File: src/sv/rwcp_pkg.sv
// shared types and constants for the riff/wave chunk parser
`timescale 1ns / 1ps
`default_nettype none

package rwcp_pkg;

   // result status codes
   localparam logic [1:0] ST_DATA    = 2'd0;
   localparam logic [1:0] ST_BAD_TAG = 2'd1;
   localparam logic [1:0] ST_END     = 2'd2;

   // result queue geometry
   localparam int QDEPTH = 4;
   localparam int QPTR_W = $clog2(QDEPTH);
   localparam int QCNT_W = $clog2(QDEPTH + 1);

   typedef struct packed {
      logic [7:0] payload_byte;
      logic [1:0] status;
      logic       last_in_chunk;
   } rsp_type;

   // up to two results made by one request, slot 0 first
   typedef struct packed {
      logic [1:0] count;
      rsp_type    r0;
      rsp_type    r1;
   } push_type;

endpackage

`default_nettype wire

File: src/sv/rwcp_parse.sv
// chunk walker: parse state and per-byte next-state logic
`timescale 1ns / 1ps
`default_nettype none

module rwcp_parse
   import rwcp_pkg::*;
(
   input  wire logic       clock,
   input  wire logic       reset,
   input  wire logic       take,
   input  wire logic [7:0] in_byte,
   input  wire logic       file_start,
   output push_type        push
);

   localparam logic [2:0] PH_RIFF_TAG  = 3'd0;
   localparam logic [2:0] PH_RIFF_SIZE = 3'd1;
   localparam logic [2:0] PH_CHUNK_ID  = 3'd2;
   localparam logic [2:0] PH_CHUNK_SZ  = 3'd3;
   localparam logic [2:0] PH_PAYLOAD   = 3'd4;
   localparam logic [2:0] PH_PAD       = 3'd5;
   localparam logic [2:0] PH_DONE      = 3'd6;
   localparam logic [2:0] PH_ERROR     = 3'd7;

   localparam logic [31:0] TAG_RIFF = 32'h4646_4952;
   localparam logic [31:0] TAG_WAVE = 32'h4556_4157;
   localparam logic [31:0] TAG_DATA = 32'h6174_6164;

   logic [2:0]  phase_ff, phase_in;
   logic [1:0]  bif_ff, bif_in;
   logic [31:0] field_ff, field_in;
   logic [31:0] riff_left_ff, riff_left_in;
   logic [31:0] chunk_left_ff, chunk_left_in;
   logic        pad_ff, pad_in;
   logic        data_chunk_ff, data_chunk_in;

   logic [2:0]  ph;
   logic [1:0]  bif;
   logic [31:0] shifted;
   logic        complete;
   logic        walking;
   logic        data_out;
   rsp_type     data_rsp;
   rsp_type     end_rsp;
   rsp_type     bad_rsp;

   always_comb begin
      // a file start restarts the parse on this very byte
      ph       = file_start ? PH_RIFF_TAG : phase_ff;
      bif      = file_start ? 2'd0 : bif_ff;
      shifted  = {in_byte, field_ff[31:8]};
      complete = (bif == 2'd3);
      walking  = (ph == PH_CHUNK_ID) || (ph == PH_CHUNK_SZ) ||
                 (ph == PH_PAYLOAD) || (ph == PH_PAD);

      phase_in      = ph;
      bif_in        = bif;
      field_in      = field_ff;
      riff_left_in  = riff_left_ff;
      chunk_left_in = chunk_left_ff;
      pad_in        = pad_ff;
      data_chunk_in = data_chunk_ff;
      data_out      = 1'b0;

      data_rsp = '{payload_byte: in_byte, status: ST_DATA,
                   last_in_chunk: (chunk_left_ff == 32'd1)};
      end_rsp  = '{payload_byte: 8'd0, status: ST_END, last_in_chunk: 1'b0};
      bad_rsp  = '{payload_byte: 8'd0, status: ST_BAD_TAG, last_in_chunk: 1'b0};
      push     = '{count: 2'd0, r0: '0, r1: '0};

      unique case (ph)
         PH_RIFF_TAG: begin
            field_in = shifted;
            bif_in   = bif + 2'd1;
            if (complete) begin
               if (shifted == TAG_RIFF) begin
                  phase_in = PH_RIFF_SIZE;
               end else begin
                  phase_in   = PH_ERROR;
                  push.count = 2'd1;
                  push.r0    = bad_rsp;
               end
            end
         end
         PH_RIFF_SIZE: begin
            field_in = shifted;
            bif_in   = bif + 2'd1;
            if (complete) begin
               riff_left_in = shifted;
               if (shifted == 32'd0) begin
                  phase_in   = PH_DONE;
                  push.count = 2'd1;
                  push.r0    = end_rsp;
               end else begin
                  phase_in = PH_CHUNK_ID;
               end
            end
         end
         PH_CHUNK_ID: begin
            field_in = shifted;
            bif_in   = bif + 2'd1;
            // the wave form tag has no size field
            if (complete && (shifted != TAG_WAVE)) begin
               data_chunk_in = (shifted == TAG_DATA);
               phase_in      = PH_CHUNK_SZ;
            end
         end
         PH_CHUNK_SZ: begin
            field_in = shifted;
            bif_in   = bif + 2'd1;
            if (complete) begin
               chunk_left_in = shifted;
               pad_in        = shifted[0];
               phase_in      = (shifted == 32'd0) ? PH_CHUNK_ID : PH_PAYLOAD;
            end
         end
         PH_PAYLOAD: begin
            chunk_left_in = chunk_left_ff - 32'd1;
            if (data_chunk_ff) begin
               data_out   = 1'b1;
               push.count = 2'd1;
               push.r0    = data_rsp;
            end
            if (chunk_left_ff == 32'd1) begin
               phase_in = pad_ff ? PH_PAD : PH_CHUNK_ID;
            end
         end
         PH_PAD: begin
            pad_in   = 1'b0;
            phase_in = PH_CHUNK_ID;
         end
         default: begin
         end
      endcase

      // every byte inside the form counts against the riff size
      if (walking) begin
         riff_left_in = riff_left_ff - 32'd1;
         if (riff_left_ff == 32'd1) begin
            phase_in = PH_DONE;
            if (data_out) begin
               push.count = 2'd2;
               push.r1    = end_rsp;
            end else begin
               push.count = 2'd1;
               push.r0    = end_rsp;
            end
         end
      end

      if (!take) begin
         push.count = 2'd0;
      end
   end

   always_ff @(posedge clock) begin
      if (reset) begin
         phase_ff <= PH_RIFF_TAG;
         bif_ff   <= 2'd0;
      end else if (take) begin
         phase_ff <= phase_in;
         bif_ff   <= bif_in;
      end
   end

   always_ff @(posedge clock) begin
      if (take) begin
         field_ff      <= field_in;
         riff_left_ff  <= riff_left_in;
         chunk_left_ff <= chunk_left_in;
         pad_ff        <= pad_in;
         data_chunk_ff <= data_chunk_in;
      end
   end

endmodule

`default_nettype wire

File: src/sv/rwcp_rsp_queue.sv
// result queue: takes up to two results a cycle, gives one unless rsp_stall holds it
`timescale 1ns / 1ps
`default_nettype none

module rwcp_rsp_queue
   import rwcp_pkg::*;
(
   input  wire logic       clock,
   input  wire logic       reset,
   input  wire push_type   push,
   output logic            no_room,
   output logic            rsp_valid,
   input  wire logic       rsp_stall,
   output rsp_type         rsp
);

   rsp_type             mem_ff [QDEPTH];
   logic [QPTR_W-1:0]   wr_ptr_ff, wr_ptr_in;
   logic [QPTR_W-1:0]   rd_ptr_ff, rd_ptr_in;
   logic [QCNT_W-1:0]   cnt_ff, cnt_in;
   logic                pop;

   assign rsp_valid = (cnt_ff != '0);
   assign rsp       = mem_ff[rd_ptr_ff];
   assign pop       = rsp_valid && !rsp_stall;
   // keep room for two results whatever the drain side does
   assign no_room   = (cnt_ff > QCNT_W'(QDEPTH - 2));

   always_comb begin
      wr_ptr_in = wr_ptr_ff + QPTR_W'(push.count);
      rd_ptr_in = rd_ptr_ff + QPTR_W'(pop);
      cnt_in    = cnt_ff + QCNT_W'(push.count) - QCNT_W'(pop);
   end

   always_ff @(posedge clock) begin
      if (reset) begin
         wr_ptr_ff <= '0;
         rd_ptr_ff <= '0;
         cnt_ff    <= '0;
      end else begin
         wr_ptr_ff <= wr_ptr_in;
         rd_ptr_ff <= rd_ptr_in;
         cnt_ff    <= cnt_in;
      end
   end

   always_ff @(posedge clock) begin
      if (push.count != 2'd0) begin
         mem_ff[wr_ptr_ff] <= push.r0;
      end
      if (push.count == 2'd2) begin
         mem_ff[wr_ptr_ff + QPTR_W'(1)] <= push.r1;
      end
   end

`ifndef NO_ASSERTIONS
   a_cnt_bound: assert property (@(posedge clock) disable iff (reset)
      cnt_ff <= QCNT_W'(QDEPTH))
      else $error("result queue overfilled");

   a_push_room: assert property (@(posedge clock) disable iff (reset)
      (push.count != 2'd0) |-> (cnt_ff <= QCNT_W'(QDEPTH - 2)))
      else $error("push into queue without room");

   a_push_count: assert property (@(posedge clock) disable iff (reset)
      push.count != 2'd3)
      else $error("more than two results from one request");
`endif

endmodule

`default_nettype wire

File: src/sv/riff_wav_chunk_parser_unit.sv
// top level of the riff/wave chunk parser
// usage:
//   feed the file one byte per request on req_in_byte; raise req_file_start
//   with the first byte of each file to restart the parse
//   each request gives zero, one or two results on the rsp_ channel:
//     status data    - a payload byte of a data chunk, last_in_chunk on its end
//     status bad tag - the first four bytes were not the riff tag
//     status end     - the riff size has been used up (after any data result
//                      of the same byte)
//   after a bad tag or the end, bytes are swallowed until the next file start
// results are written into the queue registers when their request is accepted
// throughput: one request per cycle while req_stall is low; the walker updates
//   its phase and byte counters on each request, results go through a four-entry
//   queue that drains one result per cycle while rsp_stall is low
// req_stall rises while the queue holds more than two results, so a byte
//   giving two results (last data byte plus end) fills it one entry faster
// reset: synchronous, clears the parse phase and empties the queue
// when the receiver stalls, the offered result holds and the queue fills,
//   then req_stall backs up the request side
`timescale 1ns / 1ps
`default_nettype none

module riff_wav_chunk_parser_unit
   import rwcp_pkg::*;
(
   input  wire logic       clock,
   input  wire logic       reset,

   input  wire logic       req_valid,
   output logic            req_stall,
   input  wire logic [7:0] req_in_byte,
   input  wire logic       req_file_start,

   output logic            rsp_valid,
   input  wire logic       rsp_stall,
   output logic [7:0]      rsp_payload_byte,
   output logic [1:0]      rsp_status,
   output logic            rsp_last_in_chunk
);

   logic     take;
   logic     no_room;
   push_type push;
   rsp_type  rsp;

   // request handshake
   assign req_stall = no_room;
   assign take      = req_valid && !no_room;

   // byte walker: phase, field assembly, riff and chunk counters
   rwcp_parse u_parse (
      .clock      (clock),
      .reset      (reset),
      .take       (take),
      .in_byte    (req_in_byte),
      .file_start (req_file_start),
      .push       (push)
   );

   // results wait here until the receiver takes them
   rwcp_rsp_queue u_queue (
      .clock     (clock),
      .reset     (reset),
      .push      (push),
      .no_room   (no_room),
      .rsp_valid (rsp_valid),
      .rsp_stall (rsp_stall),
      .rsp       (rsp)
   );

   assign rsp_payload_byte  = rsp.payload_byte;
   assign rsp_status        = rsp.status;
   assign rsp_last_in_chunk = rsp.last_in_chunk;

endmodule

`default_nettype wire
File: config.mk
export PLATFORM = sky130hd
export DESIGN_NAME = riff_wav_chunk_parser_unit
export DESIGN_NICKNAME = d
export VERILOG_FILES = /design/src/sv/rwcp_pkg.sv /design/src/sv/rwcp_parse.sv /design/src/sv/rwcp_rsp_queue.sv /design/src/sv/riff_wav_chunk_parser_unit.sv
export SDC_FILE = /design/constraint.sdc
export NUM_CORES = 1
export LEC_CHECK = 0
export BUFFER_PORTS_ARGS = -buffer_cell sky130_fd_sc_hd__clkbuf_2
export CORE_MARGIN = 5
export CORE_UTILIZATION = 45
export CTS_CLUSTER_DIAMETER = 150
export CTS_CLUSTER_SIZE = 14
export DETAILED_ROUTE_END_ITERATION = 10
export SKIP_CTS_REPAIR_TIMING = 1
export SLEW_MARGIN = 30
export SYNTH_ARGS = -nofsm -noshare
export SYNTH_HDL_FRONTEND = slang
export SYNTH_SLANG_ARGS = --single-unit
File: constraint.sdc
create_clock -name clock -period 21.8 [get_ports clock]
set_input_delay 5.45 -clock clock [delete_from_list [all_inputs] [get_ports clock]]
set_output_delay 5.45 -clock clock [all_outputs]
set_load 0.01 [all_outputs]
==> impl_metrics.json, run 1 <==
{
  "setup_viol": 0,
  "setup_slack_ns": 13.44,
  "synthArstFlopShare_pct": 0,
  "met2_length_mm": 9.70,
  "drtIter0Drc": 659,
  "io_pins": 26,
  "fin_setup_tns_ns": 0,
  "drt-met1-wl_mm": 8.37,
  "grt-ovfl-total": 0,
  "io_buffers": 25,
  "path_clk_slew_ns": 0.06,
  "rsz0062_at_grt": "no",
  "wl_per_cell_um": 18.7,
  "layout-drive-gt1-share_pct": 12.8,
  "p_leak_nw": 2.91,
  "finalCriticalPeriod_ns": 8.36,
  "cts_tree": "yes",
  "grt_pass1_vias": 5839,
  "fin_nets": 814,
  "n_antenna_cell": 0,
  "initial_core_util_pct": 46.2,
  "core.rowCount": 47,
  "netlist_instances": 779,
  "die_w_um": 141,
  "dr.pass1.iters": 5,
  "startpoint_type": "input port",
  "ys_seq_area_share_pct": 50.3,
  "tightestPinTransition_ns": 0.834,
  "syn_nets": 803,
  "drc": 0,
  "crit_arrival_ns": 8.66,
  "path_max_fanout": 16,
  "power.density_mw_per_mm2": 91.4,
  "grt_util_all_layers_pct": 19.4,
  "min_from": "u_queue.mem_ff[3][8]$_SDFFE_PP0P_",
  "dieArea_mm2": 0.0198,
  "grt_antenna_before_repair": 0,
  "mostFrequentLayoutCell": "nor2_1",
  "relSlewSlack_pct": 44.3,
  "required_ns": 22.10,
  "areaGrowthSynthToFinish_pct": 11.2,
  "yosys_warnings": 0,
  "cts-root-to-sink-buffers": 2,
  "insertion_delay_ns": 0.42,
  "pre_cts_ws_ns": 13.01,
  "antenna_left": 0,
  "core_area_mm2": 0.0166,
  "num_vias": 5974,
  "seq_area_mm2": 0.00386,
  "cts_sinks": 146,
  "critPathKind": "in2reg",
  "slew_violations": 0,
  "synth-edff-count": 94,
  "fp.dieH_um": 141,
  "period_share_pct": 38.4,
  "status": "finished clean",
  "final_cell_mix": "nor2_1, a21oi_1, edfxtp_1",
  "cts_root_buffer": "clkbuf_16",
  "dp_hpwl_mm": 13.1,
  "syn-cell-area_mm2": 0.00768,
  "final_hold_viol_count": 0,
  "highest_layer": "met4",
  "fmax_ghz": 0.120,
  "yosysUniqueCellTypes": 58,
  "synth-main-ff-cell": "edfxtp_1",
  "multiInputGateArea_mm2": 0.00363,
  "grt_max_degree": 71,
  "maxCapViolCount": 0,
  "cts_made_buffers": 17,
  "wl_met3_um": 952,
  "h-tree-depth": 4,
  "r2r-start": "u_parse.riff_left_ff[10]$_DFFE_PP_",
  "fillers": 1523,
  "ir_worst_vdd_mv": 0.0801,
  "skew_ns": 0.00704,
  "grt_first_pass_wirelength_mm": 30.6,
  "end_kind": "register",
  "hold_path_class": "reg2reg",
  "synth_area_per_cell_um2": 9.86,
  "gp_congestion": 0.826,
  "yosys_register_bits": 146,
  "startpoint": "req_file_start",
  "drt_wl_total_mm": 19.2,
  "avgViaCountPerCell": 5.84
}
[metrics by stage]
stage	utilization, %	hold slack [ns]	cell area, um2	power, mW	cells
finish	51.3	0.485	8540	0.781	1023
global route	51.3	0.512	8540	0.820	1023
global placement	48.0	0.459	7980	0.510	990
detailed placement	48.0	0.469	8000	0.515	991
CTS	51.3	0.484	8540	0.786	1023
floorplan	-	0.448	7680	0.465	779
[cells in the mapped netlist, drive strengths merged, types with 7 or more instances]
library cell	n	share of area (%)
mux4	11	3.2
nor2	183	9.3
xnor2	43	4.9
o21ai	15	0.98
edfxtp	94	37
xor2	19	2.2
dfxtp	52	14
buf	11	0.80
nor3	25	1.6
ha	10	1.6
nand2	39	2.0
a31oi	7	0.57
a21oi	96	6.3
clkbuf	29	1.4
nand3	11	0.72
or4	14	1.5
nor4	18	1.9
nor2b	9	0.73
inv	13	0.64
[path summary, 6_finish.rpt]
path              cells past startpoint  slack (ns)                                end
setup / recovery                     14       13.44       u_queue.cnt_ff[2]$_SDFF_PP0_
hold / removal                        2        0.48  u_queue.mem_ff[3][8]$_SDFFE_PP0P_
setup reg to reg                     11       17.97       u_queue.cnt_ff[2]$_SDFF_PP0_
hold reg to reg                       2        0.48  u_queue.mem_ff[3][8]$_SDFFE_PP0P_
[state kept, by name, indices dropped and copies added (netlist names)]
name	count
u_queue.cnt_ff	3
u_parse.phase_ff	3
u_queue.wr_ptr_ff	2
u_parse.field_ff	24
u_parse.riff_left_ff	32
u_queue.mem_ff	44
u_parse.chunk_left_ff	32
u_queue.rd_ptr_ff	2
u_parse.data_chunk_ff	1
u_parse.pad_ff	1
u_parse.bif_ff	2
[cell families (layout without fill, tap and decap cells)]
kind of cell,count (synthesis),in the layout,share of synthesized area (%)
muxes,12,12,3.36
buffers and inverters,53,77,2.85
AOI/OAI and AO/OA,147,147,12.0
and+or+nand+nor,348,348,22.6
DFF,146,146,50.3
xor gates and xnor gates,62,62,7.07
adders and majority gates,11,11,1.89
[routing by layer]
metal,global-route usage (%),vias up
met3,3.89,17
li1,-,2839
met1,25.1,2918
met5,0,-
met2,33.4,200
met4,5.41,0
[layout make-up]
cell class	count	share of cell area [%]
sequential	146	45.2
multi-input combinational	580	42.5
clock buffer	21	5.52
tap	220	3.22
timing repair buffer	32	2.12
clock inverter	11	0.864
inverter	13	0.571
[critical path, cell delays in order]
cell	delay [ns]
clkbuf_2	0.24
nor2b_1	0.18
ha_1	0.31
nand2_1	0.12
or4_1	0.47
nor4_4	0.64
nor3_1	0.22
nand2b_1	0.12
and3_1	0.19
ha_1	0.16
fa_1	0.18
xor2_1	0.17
xnor2_1	0.14
nor2_1	0.06
[power by group]
group / total, mW / internal (mW) / leakage, nW / switching, mW
sequential: 0.372 / 0.336 / 1.29 / 0.0364
clock: 0.271 / 0.156 / 0.274 / 0.116
combinational: 0.138 / 0.0585 / 1.34 / 0.0794
Note: power is estimated with default switching activity, not from simulation.
==> run 2, diff against run 1 <==
clock period = 6.8 ns   (was 21.8 ns; I/O delays follow)
==> impl_metrics.json, run 2 (synthesized netlist as in run 1, its figures left out) <==
{
  "hold_path_class": "reg2reg",
  "insertion_delay_ns": 0.42,
  "cts_tree": "yes",
  "final_hold_viol_count": 0,
  "maxCapViolCount": 0,
  "n_antenna_cell": 0,
  "final_cell_area_mm2": 0.00852,
  "tightestPinTransition_ns": 0.874,
  "antenna_left": 0,
  "drc": 0,
  "path_max_fanout": 16,
  "areaGrowthSynthToFinish_pct": 10.9,
  "initial_core_util_pct": 46.2,
  "dp_hpwl_mm": 13.2,
  "critPathKind": "in2reg",
  "grt_max_degree": 70,
  "fin_nets": 813,
  "p_int_mw": 1.75,
  "dieArea_mm2": 0.0198,
  "p_seq_share_pct": 48.0,
  "period_share_pct": 68.0,
  "io_buffers": 25,
  "drt_wl_total_mm": 19.3,
  "slew_violations": 0,
  "fp.dieH_um": 141,
  "cts_root_buffer": "clkbuf_16",
  "fin_setup_tns_ns": 0,
  "skew_ns": 0.00785,
  "power.density_mw_per_mm2": 293,
  "ir_worst_vdd_mv": 0.206,
  "path_clk_slew_ns": 0.06,
  "core.rowCount": 47,
  "core_area_mm2": 0.0166,
  "p_total_mw": 2.50,
  "dr.pass1.iters": 5,
  "die_w_um": 141,
  "p_leak_nw": 2.90,
  "io_pins": 26,
  "wl_per_cell_um": 18.9,
  "required_ns": 7.11,
  "startpoint_type": "input port",
  "grt_antenna_before_repair": 0,
  "largest_register": "u_queue.mem_ff",
  "dpl_cell_area_mm2": 0.00798,
  "largest_reg_flops": 44,
  "critPathSlowestCell": "nor4_4",
  "clockPowerShare_pct": 34.4,
  "cts_made_buffers": 17,
  "h-tree-depth": 4,
  "finalCriticalPeriod_ns": 4.62,
  "end_kind": "register",
  "top_regs": "u_queue.mem_ff: 44 flops, u_parse.chunk_left_ff: 32 flops, u_parse.riff_left_ff: 32 flops",
  "mostFrequentLayoutCell": "nor2_1",
  "layout-drive-gt1-share_pct": 12.7,
  "final_cell_mix": "nor2_1, a21oi_1, edfxtp_1",
  "grt_util_all_layers_pct": 19.6,
  "switching_power_uw": 746,
  "grt-ovfl-total": 0,
  "gp_congestion": 0.845,
  "comb_power_share_pct": 17.6,
  "setup_viol": 0,
  "cts_sinks": 146,
  "fmax_ghz": 0.216,
  "avgViaCountPerCell": 5.77,
  "slowest_delay_ns": 0.62,
  "num_vias": 5895,
  "relSlewSlack_pct": 41.7,
  "crit_arrival_ns": 4.93,
  "status": "finished clean",
  "cpMostUsedCell": "ha_1",
  "grt_pass1_vias": 5877,
  "rsz0062_at_grt": "no",
  "cts-root-to-sink-buffers": 2,
  "p_sw_share_pct": 29.9,
  "crit_chain": "clkbuf_2 > nor2b_1 > ha_1 > nand2_1 > or4_1 > nor4_4 > nor3_1 > nand2b_1 > and3_1 > ha_1 > fa_1 > xor2_1 > xnor2_1 > nor2_1",
  "drtIter0Drc": 489,
  "grt_first_pass_wirelength_mm": 30.6
}
-- run 2: final cells by class --
cell class	count	area (um2)
clock buffers	20	458
clock inverters	12	80.1
fillers	1524	8120
inverters	13	48.8
multi-input cells	580	3630
flip-flops and latches	146	3860
well taps	220	275
repair buffers	31	170
-- run 2: critical path: cells and delay by family --
| kind | cells | cell delay [ns] |
|---|---|---|
| XOR/XNOR | 2 | 0.32 |
| adder cells (fa/ha/maj) | 3 | 0.67 |
| buffers and inverters | 1 | 0.24 |
| AND/OR/NAND/NOR | 8 | 1.99 |
-- run 2: worst paths after layout --
path / from / end / slack (ns) / cells past startpoint
worst max-delay path: req_file_start / u_queue.cnt_ff[2]$_SDFF_PP0_ / 2.18 / 14
worst min-delay path: u_queue.mem_ff[1][9]$_SDFFE_PP0P_ / u_queue.mem_ff[1][9]$_SDFFE_PP0P_ / 0.49 / 2
worst max register to register: u_parse.riff_left_ff[10]$_DFFE_PP_ / u_queue.cnt_ff[2]$_SDFF_PP0_ / 2.87 / 11
worst min register to register: u_queue.mem_ff[1][9]$_SDFFE_PP0P_ / u_queue.mem_ff[1][9]$_SDFFE_PP0P_ / 0.49 / 2
-- run 2: routing by layer --
metal | GRT usage [%] | routed length (um) | vias to the layer above
li1 | - | - | 2840
met1 | 25.0 | 8230 | 2823
met2 | 32.3 | 9450 | 194
met3 | 5.38 | 1220 | 38
met4 | 6.48 | 369 | 0
met5 | 0 | 0 | -
-- run 2: metrics by stage --
stage | cells | hold WS (ns) | utilization (%) | setup slack, ns
after floorplan | 779 | 0.448 | - | 0.0878
after global placement | 989 | 0.461 | 47.9 | 1.84
after detailed placement | 989 | 0.474 | 47.9 | 1.73
after CTS | 1021 | 0.490 | 51.2 | 2.18
after global routing | 1022 | 0.514 | 51.2 | 1.95
final | 1022 | 0.487 | 51.2 | 2.18
-- run 2: power by group through the flow --
stage	Combinational, mW	Clock [mW]	Sequential [mW]
floorplan	0.344	0	1.15
global placement	0.429	0	1.21
detailed placement	0.441	0	1.21
CTS	0.443	0.874	1.19
global route	0.490	0.916	1.21
finish	0.440	0.859	1.20
==> run 3, diff against run 2 <==
clock period = 4.6 ns   (was 6.8 ns; I/O delays follow)
==> impl_metrics.json, run 3 (synthesized netlist as in run 1, its figures left out) <==
{
  "status": "finished clean",
  "startpoint_type": "register",
  "finalCriticalPeriod_ns": 3.79,
  "grt_first_pass_wirelength_mm": 31.1,
  "fmax_ghz": 0.264,
  "layout-drive-gt1-share_pct": 13.7,
  "core_area_mm2": 0.0166,
  "insertion_delay_ns": 0.43,
  "h-tree-depth": 4,
  "fp.dieH_um": 141,
  "io_pins": 26,
  "ir_worst_vdd_mv": 0.324,
  "skew_ns": 0.0132,
  "dpl_cell_area_mm2": 0.00806,
  "fin_setup_tns_ns": 0,
  "required_ns": 4.91,
  "tightestPinTransition_ns": 0.866,
  "fin_util_pct": 51.8,
  "fin_nets": 821,
  "crit_arrival_ns": 4.11,
  "grt-ovfl-total": 0,
  "cts-root-to-sink-buffers": 2,
  "n_antenna_cell": 0,
  "final_cells": 1030,
  "path_max_fanout": 10,
  "final_cell_mix": "nor2_1, a21oi_1, edfxtp_1",
  "largest_reg_flops": 44,
  "cts_sinks": 146,
  "grt_antenna_before_repair": 0,
  "antenna_left": 0,
  "drt_wl_total_mm": 19.3,
  "initial_core_util_pct": 46.2,
  "drc": 0,
  "path_clk_slew_ns": 0.06,
  "hold_path_class": "reg2reg",
  "cts_made_buffers": 17,
  "drtIter0Drc": 538,
  "period_share_pct": 82.4,
  "areaGrowthSynthToFinish_pct": 12.2,
  "largest_register": "u_queue.mem_ff",
  "wl_per_cell_um": 18.7,
  "core.rowCount": 47,
  "die_w_um": 141,
  "relSlewSlack_pct": 42.2,
  "mostFrequentLayoutCell": "nor2_1",
  "maxCapViolCount": 0,
  "rsz0062_at_grt": "no",
  "grt_util_all_layers_pct": 19.9,
  "dieArea_mm2": 0.0198,
  "p_leak_nw": 2.95,
  "gp_congestion": 0.862,
  "avgViaCountPerCell": 5.70,
  "final_hold_viol_count": 0,
  "slew_violations": 0,
  "cts_tree": "yes",
  "power.density_mw_per_mm2": 434,
  "dr.pass1.iters": 5,
  "dp_hpwl_mm": 13.3,
  "end_kind": "register",
  "num_vias": 5870,
  "top_regs": "u_queue.mem_ff: 44 flops, u_parse.chunk_left_ff: 32 flops, u_parse.riff_left_ff: 32 flops",
  "grt_max_degree": 70,
  "io_buffers": 25,
  "dp.cells": 998,
  "setup_viol": 0,
  "grt_pass1_vias": 5827,
  "critPathKind": "reg2reg",
  "final_cell_area_mm2": 0.00862,
  "cts_root_buffer": "clkbuf_16",
  "hold_ws_ns": 0.481
}
## run 3: cell types whose count changed in the layout (fill, tap and decap cells not counted), moves of 2 or more
cell	before	now
buf_4	6	14
clkinv_4	3	5
clkbuf_1	2	0
inv_6	1	3
clkinv_2	4	2
## run 3: where the power goes
group	switching (mW)	total (mW)	internal [mW]	leakage (nW)
clock network	0.582	1.33	0.743	0.284
logic	0.372	0.648	0.276	1.38
registers	0.182	1.77	1.59	1.29
total	1.14	3.74	2.61	2.95
## run 3: cell type report
cell class | instances | area (um2)
Clock inverter | 13 | 98.8
Inverter | 13 | 48.8
Sequential cell | 146 | 3860
Multi-Input combinational cell | 580 | 3640
Tap cell | 220 | 275
Fill cell | 1492 | 8020
Timing Repair Buffer | 39 | 230
Clock buffer | 19 | 464
## run 3: per-layer routing
layer / GRT usage [%] / wire (um)
met3: 3.83 / 1160
met2: 32.6 / 9420
met4: 7.39 / 512
met1: 26.3 / 8220
met5: 0 / 0
## run 3: stage by stage
step	power, mW	setup WS, ns
floorplan	2.20	0.0331
global placement	2.42	0.650
detailed placement	2.44	0.575
CTS	3.77	0.800
global route	3.93	0.656
finish	3.74	0.808
## run 3: critical path, stage by stage, from the launching register on
cell and delay (ns):
edfxtp_1 0.42, or4_4 0.59, or4b_1 0.61, nor4b_4 0.38
buf_4 0.29, nand2_4 0.14, and3_1 0.24, ha_1 0.20
fa_1 0.39, xor2_1 0.21, xnor2_1 0.14, nor2_1 0.05
## run 3: path summary, 6_finish.rpt
path | from | end | slack (ns) | cells after the start
setup / recovery | u_parse.riff_left_ff[10]$_DFFE_PP_ | u_queue.cnt_ff[2]$_SDFF_PP0_ | 0.81 | 11
hold / removal | u_queue.mem_ff[3][1]$_SDFFE_PP0P_ | u_queue.mem_ff[3][1]$_SDFFE_PP0P_ | 0.48 | 2
hold reg to reg | u_queue.mem_ff[3][1]$_SDFFE_PP0P_ | u_queue.mem_ff[3][1]$_SDFFE_PP0P_ | 0.48 | 2
setup reg to reg | u_parse.riff_left_ff[10]$_DFFE_PP_ | u_queue.cnt_ff[2]$_SDFF_PP0_ | 0.81 | 11
